## config.mk

```make
export PLATFORM = sky130hd
export DESIGN_NAME = bitmap_slot_allocator
export DESIGN_NICKNAME = d
export VERILOG_FILES = /design/src/hdl/bsa_pkg.sv /design/src/hdl/bsa_word_unit.sv /design/src/hdl/bitmap_slot_allocator.sv
export SDC_FILE = /design/constraint.sdc
export NUM_CORES = 2
export LEC_CHECK = 0
export ABC_AREA = 1
export BUFFER_PORTS_ARGS = -buffer_cell sky130_fd_sc_hd__buf_2
export CORE_ASPECT_RATIO = 0.6
export CORE_MARGIN = 8
export CORE_UTILIZATION = 45
export DETAILED_ROUTE_END_ITERATION = 16
export GPL_TIMING_DRIVEN = 0
export PLACE_DENSITY_LB_ADDON = 0.08
export SETUP_SLACK_MARGIN = 0.2
export SLEW_MARGIN = 0
export SYNTH_ARGS = -nofsm -noshare
export SYNTH_HDL_FRONTEND = slang
export SYNTH_SLANG_ARGS = --single-unit
```

## constraint.sdc

```tcl
create_clock -name clk -period 8 [get_ports clk]
set_input_delay 1.6 -clock clk [delete_from_list [all_inputs] [get_ports clk]]
set_output_delay 1.6 -clock clk [all_outputs]
set_load 0.02 [all_outputs]
```

## src/hdl/bsa_pkg.sv

```systemverilog
// ----------------------------------------------------------------------------
// bsa_pkg
// Shared types and constants for the bitmap slot allocator.
// ----------------------------------------------------------------------------
package bsa_pkg;

    localparam int MAX_SLOTS = 1024;
    localparam int WORD_BITS = 32;
    localparam int NUM_WORDS = MAX_SLOTS / WORD_BITS;
    localparam int WORD_W    = $clog2(NUM_WORDS);
    localparam int BIT_W     = $clog2(WORD_BITS);
    localparam int IDX_W     = 10;
    localparam int CNT_W     = 11;
    localparam int SIZE_W    = 9;
    localparam int OFS_W     = 18;
    localparam int SIZE_MAX  = 256;

    localparam int IN_DATA_W  = 16;
    localparam int OUT_DATA_W = 48;

    typedef enum logic [1:0] {
        STAT_OK    = 2'd0,
        STAT_FULL  = 2'd1,
        STAT_RANGE = 2'd2,
        STAT_DFREE = 2'd3
    } status_t;

    typedef enum logic [0:0] {
        CFG_COUNT = 1'b0,
        CFG_SIZE  = 1'b1
    } cfg_idx_t;

    typedef enum logic [1:0] {
        S_IDLE,
        S_LOOK,
        S_SCAN,
        S_DONE
    } state_t;

    // result of the shared word unit
    typedef struct packed {
        logic                 full;
        logic [BIT_W-1:0]     sel_bit;
        logic [WORD_BITS-1:0] set_word;
        logic [WORD_BITS-1:0] clr_word;
        logic                 free_hit;
    } word_res_t;

endpackage

```

## src/hdl/bsa_word_unit.sv

```systemverilog
// ----------------------------------------------------------------------------
// bsa_word_unit
// Shared bitmap word unit: picks the bit to allocate in one word and forms
// the updated word for an allocate or a free.
// ----------------------------------------------------------------------------
module bsa_word_unit (
    input  logic [bsa_pkg::WORD_BITS-1:0] word,
    input  logic                          use_hint,
    input  logic [bsa_pkg::BIT_W-1:0]     hint_bit,
    input  logic [bsa_pkg::BIT_W-1:0]     free_bit,
    output bsa_pkg::word_res_t            res
);
    import bsa_pkg::*;

    logic [BIT_W-1:0] first_clear;
    logic [BIT_W-1:0] pick;

    // lowest clear bit among all but the top one; top bit when none
    always_comb
    begin
        first_clear = BIT_W'(WORD_BITS - 1);
        for (int i = WORD_BITS - 2; i >= 0; i--)
        begin
            if (!word[i])
            begin
                first_clear = BIT_W'(i);
            end
        end
    end

    assign pick = (use_hint && !word[hint_bit]) ? hint_bit : first_clear;

    always_comb
    begin
        res.full     = &word;
        res.sel_bit  = pick;
        res.set_word = word | (WORD_BITS'(1) << pick);
        res.clr_word = word & ~(WORD_BITS'(1) << free_bit);
        res.free_hit = word[free_bit];
    end

endmodule

```

## src/hdl/bitmap_slot_allocator.sv

```systemverilog
// ----------------------------------------------------------------------------
// bitmap_slot_allocator
// Fixed-slot allocator over an occupancy bitmap kept in a 32 x 32 memory.
// ----------------------------------------------------------------------------
// Usage:
//   s_axis: one beat per request. tuser[0] = mode (0 allocate, 1 free),
//   tdata[9:0] = slot to free. m_axis: one result beat per request.
//   cfg: write object_count (index 0) or object_size (index 1) while idle;
//   writing object_count re-initializes the bitmap, hints and in-use count.
// Timing:
//   A request goes from accept through S_LOOK (free, or allocate served
//   from the hinted word) to S_DONE; a free of an out-of-range slot skips
//   S_LOOK. An allocate whose hinted word is full scans on through S_SCAN
//   up to the last word in use, one word per cycle, as set by the single
//   read port of the bitmap memory feeding the shared word unit.
//   s_axis_tready is high only between requests; a finished result sits
//   in the output register, so the next request is taken while it waits.
//   If the receiver stalls with a result still held, the next result waits
//   in the sequencer until the output register frees up.
// Reset:
//   object_count = 1024, object_size = 1, all slots free, hints zero.
//   Per-word valid flags make unwritten words read as their reset value,
//   so no clearing pass is needed.
// ----------------------------------------------------------------------------
module bitmap_slot_allocator (
    input  logic                           clk,
    input  logic                           rst_n,
    input  logic                           s_axis_tvalid,
    output logic                           s_axis_tready,
    input  logic [bsa_pkg::IN_DATA_W-1:0]  s_axis_tdata,  // [9:0] slot_index
    input  logic [0:0]                     s_axis_tuser,  // [0] mode
    output logic                           m_axis_tvalid,
    input  logic                           m_axis_tready,
    // [9:0] granted_index, [27:10] byte_offset, [29:28] status,
    // [40:30] used_count, [47:41] zero
    output logic [bsa_pkg::OUT_DATA_W-1:0] m_axis_tdata,
    input  logic                           cfg_valid,
    output logic                           cfg_ready,
    input  logic [0:0]                     cfg_index,
    input  logic [bsa_pkg::CNT_W-1:0]      cfg_data
);
    import bsa_pkg::*;

    state_t                 state_reg, state_next;
    logic [CNT_W-1:0]       count_reg, count_next;
    logic [SIZE_W-1:0]      size_reg, size_next;
    logic [NUM_WORDS-1:0]   valid_reg, valid_next;
    logic [WORD_W-1:0]      hint_word_reg, hint_word_next;
    logic [BIT_W-1:0]       hint_bit_reg, hint_bit_next;
    logic [CNT_W-1:0]       used_reg, used_next;
    logic                   mode_reg, mode_next;
    logic [IDX_W-1:0]       slot_reg, slot_next;
    logic [IDX_W-1:0]       granted_reg, granted_next;
    status_t                status_reg, status_next;

    logic                   out_valid_reg;
    logic [IDX_W-1:0]       out_idx_reg;
    logic [OFS_W-1:0]       out_ofs_reg;
    status_t                out_stat_reg;
    logic [CNT_W-1:0]       out_used_reg;
    logic                   out_load;

    logic [WORD_BITS-1:0]   mem [NUM_WORDS];
    logic [WORD_BITS-1:0]   rd_data_reg;
    logic [WORD_W-1:0]      rd_addr_reg, rd_addr_next;
    logic                   wr_en;
    logic [WORD_W-1:0]      wr_addr;
    logic [WORD_BITS-1:0]   wr_data;

    logic [CNT_W-1:0]       cnt_eff;
    logic [SIZE_W-1:0]      size_eff;
    logic [WORD_W-1:0]      last_word;
    logic [CNT_W-1:0]       cnt_m1;
    logic [WORD_W-1:0]      hw_clamp;
    logic [WORD_BITS-1:0]   pad_word;
    logic [WORD_BITS-1:0]   word_eff;
    logic [WORD_W:0]        next_t;
    logic                   s_accept;
    logic                   cfg_accept;
    logic [IDX_W+SIZE_W-1:0] product;
    word_res_t              res;

    assign s_accept   = s_axis_tvalid && s_axis_tready;
    assign cfg_accept = cfg_valid && cfg_ready;
    assign s_axis_tready = (state_reg == S_IDLE);
    assign cfg_ready     = (state_reg == S_IDLE);

    always_comb
    begin
        if (count_reg == '0)
            cnt_eff = CNT_W'(1);
        else if (count_reg > CNT_W'(MAX_SLOTS))
            cnt_eff = CNT_W'(MAX_SLOTS);
        else
            cnt_eff = count_reg;
        if (size_reg == '0)
            size_eff = SIZE_W'(1);
        else if (size_reg > SIZE_W'(SIZE_MAX))
            size_eff = SIZE_W'(SIZE_MAX);
        else
            size_eff = size_reg;
    end

    assign cnt_m1    = cnt_eff - CNT_W'(1);
    assign last_word = cnt_m1[BIT_W +: WORD_W];
    assign hw_clamp  = (hint_word_reg > last_word) ? last_word : hint_word_reg;

    // slots at or above the count read as occupied in unwritten words
    always_comb
    begin
        for (int b = 0; b < WORD_BITS; b++)
        begin
            pad_word[b] = ({1'b0, rd_addr_reg, BIT_W'(b)} >= cnt_eff);
        end
    end

    assign word_eff = valid_reg[rd_addr_reg] ? rd_data_reg : pad_word;
    assign next_t   = {1'b0, rd_addr_reg} + (WORD_W+1)'(1);

    bsa_word_unit u_word (
        .word     (word_eff),
        .use_hint (state_reg == S_LOOK),
        .hint_bit (hint_bit_reg),
        .free_bit (slot_reg[BIT_W-1:0]),
        .res      (res)
    );

    // bitmap memory, one write and one registered read per cycle
    always_ff @(posedge clk)
    begin
        if (wr_en)
        begin
            mem[wr_addr] <= wr_data;
        end
        rd_data_reg <= mem[rd_addr_next];
        rd_addr_reg <= rd_addr_next;
    end

    always_comb
    begin
        state_next     = state_reg;
        count_next     = count_reg;
        size_next      = size_reg;
        valid_next     = valid_reg;
        hint_word_next = hint_word_reg;
        hint_bit_next  = hint_bit_reg;
        used_next      = used_reg;
        mode_next      = mode_reg;
        slot_next      = slot_reg;
        granted_next   = granted_reg;
        status_next    = status_reg;
        rd_addr_next   = rd_addr_reg;
        wr_en          = 1'b0;
        wr_addr        = rd_addr_reg;
        wr_data        = res.set_word;
        out_load       = 1'b0;

        case (state_reg)
            S_IDLE:
            begin
                if (s_accept)
                begin
                    hint_word_next = hw_clamp;
                    mode_next      = s_axis_tuser[0];
                    slot_next      = s_axis_tdata[IDX_W-1:0];
                    granted_next   = '0;
                    status_next    = STAT_OK;
                    if (s_axis_tuser[0])
                    begin
                        if ({1'b0, s_axis_tdata[IDX_W-1:0]} >= cnt_eff)
                        begin
                            status_next = STAT_RANGE;
                            state_next  = S_DONE;
                        end
                        else
                        begin
                            rd_addr_next = s_axis_tdata[BIT_W +: WORD_W];
                            state_next   = S_LOOK;
                        end
                    end
                    else
                    begin
                        rd_addr_next = hw_clamp;
                        state_next   = S_LOOK;
                    end
                end
                if (cfg_accept)
                begin
                    case (cfg_idx_t'(cfg_index))
                        CFG_COUNT:
                        begin
                            count_next     = cfg_data;
                            valid_next     = '0;
                            hint_word_next = '0;
                            hint_bit_next  = '0;
                            used_next      = '0;
                        end
                        CFG_SIZE:
                        begin
                            size_next = cfg_data[SIZE_W-1:0];
                        end
                        default:
                        begin
                            size_next = size_reg;
                        end
                    endcase
                end
            end

            S_LOOK:
            begin
                if (mode_reg)
                begin
                    if (!res.free_hit)
                    begin
                        status_next = STAT_DFREE;
                    end
                    else
                    begin
                        wr_en   = 1'b1;
                        wr_data = res.clr_word;
                        valid_next[rd_addr_reg] = 1'b1;
                        if (rd_addr_reg < hint_word_reg)
                            hint_word_next = rd_addr_reg;
                        if (slot_reg[BIT_W-1:0] < hint_bit_reg)
                            hint_bit_next = slot_reg[BIT_W-1:0];
                        if (used_reg != '0)
                            used_next = used_reg - CNT_W'(1);
                        granted_next = slot_reg;
                    end
                    state_next = S_DONE;
                end
                else if (!res.full)
                begin
                    wr_en = 1'b1;
                    valid_next[rd_addr_reg] = 1'b1;
                    granted_next = {rd_addr_reg, res.sel_bit};
                    if (hint_bit_reg < BIT_W'(WORD_BITS - 2))
                        hint_bit_next = hint_bit_reg + BIT_W'(1);
                    used_next  = used_reg + CNT_W'(1);
                    state_next = S_DONE;
                end
                else if (next_t > {1'b0, last_word})
                begin
                    status_next    = STAT_FULL;
                    hint_word_next = last_word;
                    state_next     = S_DONE;
                end
                else
                begin
                    rd_addr_next = next_t[WORD_W-1:0];
                    state_next   = S_SCAN;
                end
            end

            S_SCAN:
            begin
                if (!res.full)
                begin
                    wr_en = 1'b1;
                    valid_next[rd_addr_reg] = 1'b1;
                    granted_next = {rd_addr_reg, res.sel_bit};
                    if (res.sel_bit == BIT_W'(WORD_BITS - 1))
                    begin
                        // hint moves past a word that just filled up
                        hint_bit_next = '0;
                        if (rd_addr_reg == last_word)
                            hint_word_next = last_word;
                        else
                            hint_word_next = next_t[WORD_W-1:0];
                    end
                    else
                    begin
                        hint_bit_next  = res.sel_bit + BIT_W'(1);
                        hint_word_next = rd_addr_reg;
                    end
                    used_next  = used_reg + CNT_W'(1);
                    state_next = S_DONE;
                end
                else if (next_t > {1'b0, last_word})
                begin
                    status_next    = STAT_FULL;
                    hint_word_next = last_word;
                    state_next     = S_DONE;
                end
                else
                begin
                    rd_addr_next = next_t[WORD_W-1:0];
                end
            end

            S_DONE:
            begin
                if (!out_valid_reg || m_axis_tready)
                begin
                    out_load   = 1'b1;
                    state_next = S_IDLE;
                end
            end

            default:
            begin
                state_next = S_IDLE;
            end
        endcase
    end

    always_ff @(posedge clk or negedge rst_n)
    begin
        if (!rst_n)
        begin
            state_reg     <= S_IDLE;
            count_reg     <= CNT_W'(MAX_SLOTS);
            size_reg      <= SIZE_W'(1);
            valid_reg     <= '0;
            hint_word_reg <= '0;
            hint_bit_reg  <= '0;
            used_reg      <= '0;
            out_valid_reg <= 1'b0;
        end
        else
        begin
            state_reg     <= state_next;
            count_reg     <= count_next;
            size_reg      <= size_next;
            valid_reg     <= valid_next;
            hint_word_reg <= hint_word_next;
            hint_bit_reg  <= hint_bit_next;
            used_reg      <= used_next;
            if (out_load)
                out_valid_reg <= 1'b1;
            else if (m_axis_tready)
                out_valid_reg <= 1'b0;
        end
    end

    assign product = granted_reg * size_eff;

    always_ff @(posedge clk)
    begin
        mode_reg    <= mode_next;
        slot_reg    <= slot_next;
        granted_reg <= granted_next;
        status_reg  <= status_next;
        if (out_load)
        begin
            out_idx_reg  <= granted_reg;
            out_ofs_reg  <= (status_reg == STAT_OK) ? product[OFS_W-1:0] : '0;
            out_stat_reg <= status_reg;
            out_used_reg <= used_reg;
        end
    end

    assign m_axis_tvalid = out_valid_reg;
    assign m_axis_tdata  = {{(OUT_DATA_W - IDX_W - OFS_W - 2 - CNT_W){1'b0}},
                            out_used_reg, out_stat_reg, out_ofs_reg, out_idx_reg};

endmodule

```

Word level (Yosys, flattened, before mapping)

Memory sizes are Yosys's and may differ from the RTL's. A register that Yosys moved wholly into a read port is not among the register bits.
Index checks and enable logic that the tools add are counted.

$add $sub $neg: 6
Multipliers: 1
Order comparisons: 44
Eq/ne operators: 19
Shift operators: 2
Multiplexer cells: 124
Bitwise gates (word level): 5
Reduce and logical (&&, ||, !) cells: 25

Operators by type and width:

| cell                                                                         | count |
|---|---|
| 10-bit by 11-bit >= comparator with 1-bit output                             | 33 |
| 32-bit two-way mux                                                           | 9 |
| 5-bit two-way mux                                                            | 44 |
| 32-bit case mux with 3 select lines                                          | 1 |
| 11-bit two-way mux                                                           | 8 |
| 32-bit OR                                                                    | 2 |
| 1-bit by 5-bit left shift with 32-bit output, first input constant           | 2 |
| 5-bit case mux with 3 select lines                                           | 3 |
| 10-bit two-way mux                                                           | 4 |
| 11-bit case mux with 3 select lines                                          | 1 |
| 32-bit AND                                                                   | 1 |
| 4-bit two-way mux                                                            | 8 |
| 32-bit inverter                                                              | 1 |
| 32-bit AND reduction                                                         | 1 |
| 2-bit two-way mux                                                            | 15 |
| 10-bit case mux with 3 select lines                                          | 1 |
| 3-bit inequality test, second input constant                                 | 9 |
| 5-bit by 6-bit less-than comparator with 1-bit output, second input constant | 3 |
| 10-bit by 9-bit multiplier with 18-bit output                                | 1 |
| 9-bit two-way mux                                                            | 2 |
| 1-bit two-way mux                                                            | 17 |
| 1-bit binary-select mux with 5-bit select                                    | 3 |
| 3-bit AND reduction                                                          | 5 |
| 3-bit two-way mux                                                            | 4 |
| 36 further kinds                                                             | 48 |

Bits in registers: 145
Bits in writable memories: 1,024
Output and inout port bits: 51
Memories: 1

Memory list:

| memory | depth | bits a word | read ports | clocked after memory_dff | write ports | line                        | RTL |
|---|---|---|---|---|---|---|---|
| mem    | 32    | 32          | 1          | 1                        | 1           | bitmap_slot_allocator.sv:63 | `logic [WORD_BITS-1:0] mem [NUM_WORDS];` |

Depth between registers and ports, before layout

Word-level depth: 42
Depth in mapped cells: 58
Depth with buffers taken out: 58

Cells and area by module

A second synthesis with hierarchy kept.

Cells, all modules: 6,145
Area total of the unflattened synthesis: 59,256.8 um2

By module, submodules not included:

| module                | times used | cells each | area each (um2) | seq. area each (um2) |
|---|---|---|---|---|
| bitmap_slot_allocator | 1          | 5,787      | 57,528.9        | 35,316.4 |
| bsa_word_unit         | 1          | 358        | 1,727.9         | 0.0 |

Worst setup path before layout

No wires, ideal clock.

Path kind: register to register
Start point: reg count_reg[3]
End point: mem mem[0][19], data pin
Data arrival time: 5.466 ns
Setup slack: 2.080 ns
Cell stages (with the launch flop): 45
Path buffers: 0
Clock period less this slack: 5.920 ns
Cell sequence: dfrtp_1 nor2_1 nand3_1 o21bai_4 nand2_1 ha_1 a21oi_1 o21ai_0 nor3_1 inv_1 nor2_1 o21ai_0 o21ai_0 inv_1 nand2_1 nand2_1 nand2_1 nand2_1 (+9 left out) nand2_1 nand2_1 nand2_1 nand2_1 nand2_1 nand2_1 nand2_1 nand2_1 nand2_1 nand2_1 nand2_1 nand2_1 nand2_1 nand2_1 ha_1 ha_1 nand2_1 o21ai_0

Cells in the longest elaborated chain, start to end: 42
Elaborated cells on any way between the ends: 81
Those cells by class: order compare: 33; shift: 1; mux: 42; bitwise: 2; reduce/logical: 3

RTL lines:

| element                                          | line                         | RTL |
|---|---|---|
| start: declaration                               | bitmap_slot_allocator.sv:45  | `logic [CNT_W-1:0] count_reg, count_next;` |
| start signal: assignment                         | bitmap_slot_allocator.sv:313 | `count_reg <= CNT_W'(MAX_SLOTS);` |
| start signal: assignment                         | bitmap_slot_allocator.sv:324 | `count_reg <= count_next;` |
| 11-bit greater-than comparator                   | bitmap_slot_allocator.sv:92  | `else if (count_reg > CNT_W'(MAX_SLOTS))` |
| 11-bit two-way mux                               | bitmap_slot_allocator.sv:92  |  |
| 11-bit two-way mux (*)                           | bitmap_slot_allocator.sv:90  | `if (count_reg == '0)` |
| 10-bit by 11-bit >= comparator with 1-bit output | bitmap_slot_allocator.sv:113 | `pad_word[b] = ({1'b0, rd_addr_reg, BIT_W'(b)} >= cnt_eff);` |
| 32-bit two-way mux (*)                           | bitmap_slot_allocator.sv:117 | `assign word_eff = valid_reg[rd_addr_reg] ? rd_data_reg : pad_word;` |
| 1-bit two-way mux                                | bsa_word_unit.sv:24          | `if (!word[i])` |
| 2-bit two-way mux (2 in series)                  | bsa_word_unit.sv:24          |  |
| 3-bit two-way mux (4 in series)                  | bsa_word_unit.sv:24          |  |
| 4-bit two-way mux (8 in series)                  | bsa_word_unit.sv:24          |  |
| 5-bit two-way mux (16 in series)                 | bsa_word_unit.sv:24          |  |
| 5-bit two-way mux                                | bsa_word_unit.sv:31          | `assign pick = (use_hint && !word[hint_bit]) ? hint_bit : first_clear;` |
| 1-bit by 5-bit left shift with 32-bit output     | bsa_word_unit.sv:37          | `res.set_word = word \| (WORD_BITS'(1) << pick);` |
| 32-bit OR                                        | bsa_word_unit.sv:37          |  |
| 32-bit two-way mux                               | bitmap_slot_allocator.sv:214 | `if (!res.free_hit)` |
| 32-bit two-way mux                               | bitmap_slot_allocator.sv:212 | `if (mode_reg)` |
| 32-bit two-way mux (*)                           | bitmap_slot_allocator.sv:158 | `case (state_reg)` |
| via wr_data[19]                                  | bitmap_slot_allocator.sv:68  | `logic [WORD_BITS-1:0] wr_data;` |
| end: declaration                                 | bitmap_slot_allocator.sv:63  |  |

Mark *: on every way through the listed nets, which the timed path passes. The rest lies on a longest branch. The select of a mux whose other input is x is not followed.

Final worst setup path

Start point: reg count_reg[1]
End point: reg hint_word_reg[1]

Cells in the longest elaborated chain, start to end: 41
Elaborated cells on any way between the ends: 95
Those cells by class: add/sub: 1; order compare: 35; eq/ne: 4; mux: 50; reduce/logical: 5

RTL lines:

| element                                          | line                         | RTL |
|---|---|---|
| 11-bit greater-than comparator                   | bitmap_slot_allocator.sv:92  |  |
| 11-bit two-way mux                               | bitmap_slot_allocator.sv:92  |  |
| 11-bit two-way mux (*)                           | bitmap_slot_allocator.sv:90  |  |
| 10-bit by 11-bit >= comparator with 1-bit output | bitmap_slot_allocator.sv:113 |  |
| 32-bit two-way mux                               | bitmap_slot_allocator.sv:117 |  |
| 1-bit two-way mux                                | bsa_word_unit.sv:24          |  |
| 2-bit two-way mux (2 in series)                  | bsa_word_unit.sv:24          |  |
| 3-bit two-way mux (4 in series)                  | bsa_word_unit.sv:24          |  |
| 4-bit two-way mux (8 in series)                  | bsa_word_unit.sv:24          |  |
| 5-bit two-way mux (16 in series)                 | bsa_word_unit.sv:24          |  |
| 5-bit two-way mux                                | bsa_word_unit.sv:31          |  |
| 5-bit equality test                              | bitmap_slot_allocator.sv:263 | `if (res.sel_bit == BIT_W'(WORD_BITS - 1))` |
| 5-bit two-way mux                                | bitmap_slot_allocator.sv:263 |  |
| 5-bit two-way mux                                | bitmap_slot_allocator.sv:258 | `if (!res.full)` |
| 5-bit case mux with 3 select lines               | bitmap_slot_allocator.sv:158 |  |
| end signal: assignment                           | bitmap_slot_allocator.sv:327 | `hint_word_reg <= hint_word_next;` |
| end: declaration                                 | bitmap_slot_allocator.sv:48  | `logic [WORD_W-1:0] hint_word_reg, hint_word_next;` |

Mark *: on every way between the ends. The rest lies on a longest branch, timed or not. The select of a mux whose other input is x is not followed.
A chain may end at the register's enable or synchronous reset.

==> impl_metrics.yaml <==
logic_synthesis:
  ys_seq_elements: 1201
  netlist_top_cells_area: "edfxtp_1 (59%), nand2_1 (4.4%), o221ai_1 (4.3%)"
  synth_cell_types: 67
  yosysTopAreaCell: "edfxtp_1"
  async_reset_ff_frac: 0.0633
  yosysWarnings: 0
  synth_top_area_frac: 0.592
  syn_area_per_cell_um2: 11.0
  synthCells: 5011
  ys.flop_type: "edfxtp_1"
  yosysSeqAreaShare: 0.640
  syn_area_um2: 55200
  synth_edf_count: 1088
timing:
  drv_slew: 1
  worst_slew_pin_slew_ns: 1.49
  setup_viol: 0
  skew_ns: 0.0328
  rsz0062_at_grt: "true"
  relSlewSlack: -0.00108
  hold_viol: 0
  min_period_over_period: 0.948
  setup_ws_ns: 0.416
  tns_ns: 0
  layout_min_cycle_time_ns: 7.58
  whs_ns: 0.471
  max_freq_mhz: 132
placement:
  gp_congestion: 0.985
  hpwlAfterDp_um: 146000
  dp_worst_setup_slack_ns: -0.398
  io_buffers: 71
finish:
  final_common_cell: "edfxtp_1"
  finalNetCount: 5432
  drive_gt1_frac: 0.109
  layout_common_cells: "edfxtp_1 (1088), nand2_1 (647), inv_1 (552), nor2_1 (446), o21ai_0 (410)"
  largest_reg_flops: 1024
  area_delta_synth_final_pct: 13.9
  num-fill-cells: 10900
setup_path:
  cp-endpoint: "hint_word_reg[1]$_DFFE_PN0P_"
  worstPathArrival_ns: 8.18
  crit_path_start: "count_reg[1]$_DFFE_PN0P_"
  start_kind: "flip-flop"
  crit_slowest_cell: "o21ai_1"
  regToRegStartpoint: "count_reg[1]$_DFFE_PN0P_"
  reg2reg_depth: 30
  timing.rr.end: "hint_word_reg[1]$_DFFE_PN0P_"
  reg2reg_setup_slack_ns: 0.42
  max_stage_delay_ns: 0.86
  critPathRequiredTime_ns: 8.59
  cp_max_fo: 9
  endpoint_kind: "flip-flop"
  path_class: "reg2reg"
  crit_top_cell: "o21ai_0"
route:
  via_per_inst: 5.92
  via_count: 41200
  routed_wl_um: 199000
  wl_per_cell_um: 28.6
  dr.pass1.iters: 6
  drc: 0
  drt_iter0_drc: 6082
  ant_nets: 0
global_route:
  grt_util_all_layers: 0.289
  grt_pass1_wl_um: 280000
  first_global_vias: 37300
  grt_max_degree: 61
  antenna_found_initial: 11
  grt_remaining_overflow: 0
status:
  status: "complete, but fails checks"
  violations: "max-capacitance violations, max-slew violations"
clock_tree:
  cts.htree.levels: 3
  clk_latency_ns: 0.75
  numCtsBuffers: 113
  clock_path_buffers: 3
  root_buffer: "clkbuf_16"
  clkTransAtPathRegs_ns: 0.07
  cts.sinks: 1201
  tritoncts: "built"
floorplanning:
  fp.dieH_um: 287
  start_util: 0.454
  rows: 99
  dieArea_um2: 134000
  fp.dieW_um: 468
  core_area_um2: 122000
  ios: 85
run:
  drv_cap: 1
min_path:
  hp-class: "reg2reg"
[what timing repair did]
action,in CTS,in global routing
setup buffers,2,3
gates resized for setup,12,167
pin swaps,1,2
hold buffers,0,0
setup endpoints to repair,32,977
[area by class of cell]
type	instances	area, um^2	share of cell area
multi-input cells	2909	16900	0.269
diodes	3	7.51	0.000119
inverters	601	2260	0.0360
clock inverters	50	447	0.00711
repair buffers	120	1340	0.0213
well taps	1616	2020	0.0322
plain buffers	306	1460	0.0232
flip-flops and latches	1201	35300	0.562
clock buffers	157	3100	0.0493
[metrics by stage]
| stage | std cells | util | area (um^2) |
|---|---|---|---|
| after floorplan | 5017 | - | 55200 |
| after detailed placement | 6741 | 0.483 | 58700 |
| final | 6963 | 0.517 | 62800 |
| after CTS | 6950 | 0.513 | 62300 |
| after global routing | 6960 | 0.517 | 62800 |
| after global placement | 6704 | 0.474 | 57600 |
[worst min-delay path by stage]
stage | start | to | slack, ns | cells past startpoint
floorplan | granted_reg[2]$_DFFE_PP_ | out_idx_reg[2]$_DFFE_PP_ | 0.42 | 0
finish | granted_reg[8]$_DFFE_PP_ | out_idx_reg[8]$_DFFE_PP_ | 0.47 | 0
CTS | granted_reg[7]$_DFFE_PP_ | out_idx_reg[7]$_DFFE_PP_ | 0.47 | 0
global placement | granted_reg[7]$_DFFE_PP_ | out_idx_reg[7]$_DFFE_PP_ | 0.45 | 0
detailed placement | granted_reg[4]$_DFFE_PP_ | out_idx_reg[4]$_DFFE_PP_ | 0.46 | 0
global route | granted_reg[7]$_DFFE_PP_ | out_idx_reg[7]$_DFFE_PP_ | 0.47 | 0
[cell usage after synthesis, types with 7 or more instances]
master	n
nor2_1	448
o211ai_1	17
and2_1	32
inv_2	11
a31oi_1	11
clkinv_1	7
a21oi_1	80
dfxtp_1	37
fa_1	56
nor3_1	26
dfrtp_1	74
clkbuf_1	181
ha_1	90
o21a_1	13
buf_4	19
o21ai_1	298
o22ai_1	24
inv_1	582
o221ai_1	270
buf_2	80
xor2_1	13
nand3_1	316
nor2_2	7
buf_1	20
edfxtp_1	1088
nand4_1	35
nand2_1	647
o21ai_0	448
[worst max-delay path, delay by kind of cell, from the launching register on]
family,cells,cell delay [ns]
AO/OA/AOI/OAI,14,3.73
flip-flops,1,0.51
adder cells (fa/ha/maj),2,0.62
AND/OR/NAND/NOR,10,1.63
buffers and inverters,4,0.90
[layer usage]
layer	share of wire	routed length, um	global-route usage	vias up
met5	0	0	0	-
met3	0.15	30000	0.121	221
met1	0.47	93400	0.467	20500
met2	0.36	72300	0.352	2196
met4	0.018	3600	0.0557	0
li1	-	-	-	18300
[cell families after synthesis]
logic type / count (synthesis) / synth area share
adder cells (fa/ha/maj): 146 / 0.0407
flip-flops: 1201 / 0.640
other: 1 / 0.0000680
XOR/XNOR: 17 / 0.00270
buffers and inverters: 907 / 0.0656
AO/OA/AOI/OAI: 1214 / 0.134
AND/OR/NAND/NOR: 1525 / 0.116
Power is left out: the tool's default activity adds up to more than one toggle a clock period on the data nets, which glitch-free logic cannot reach.
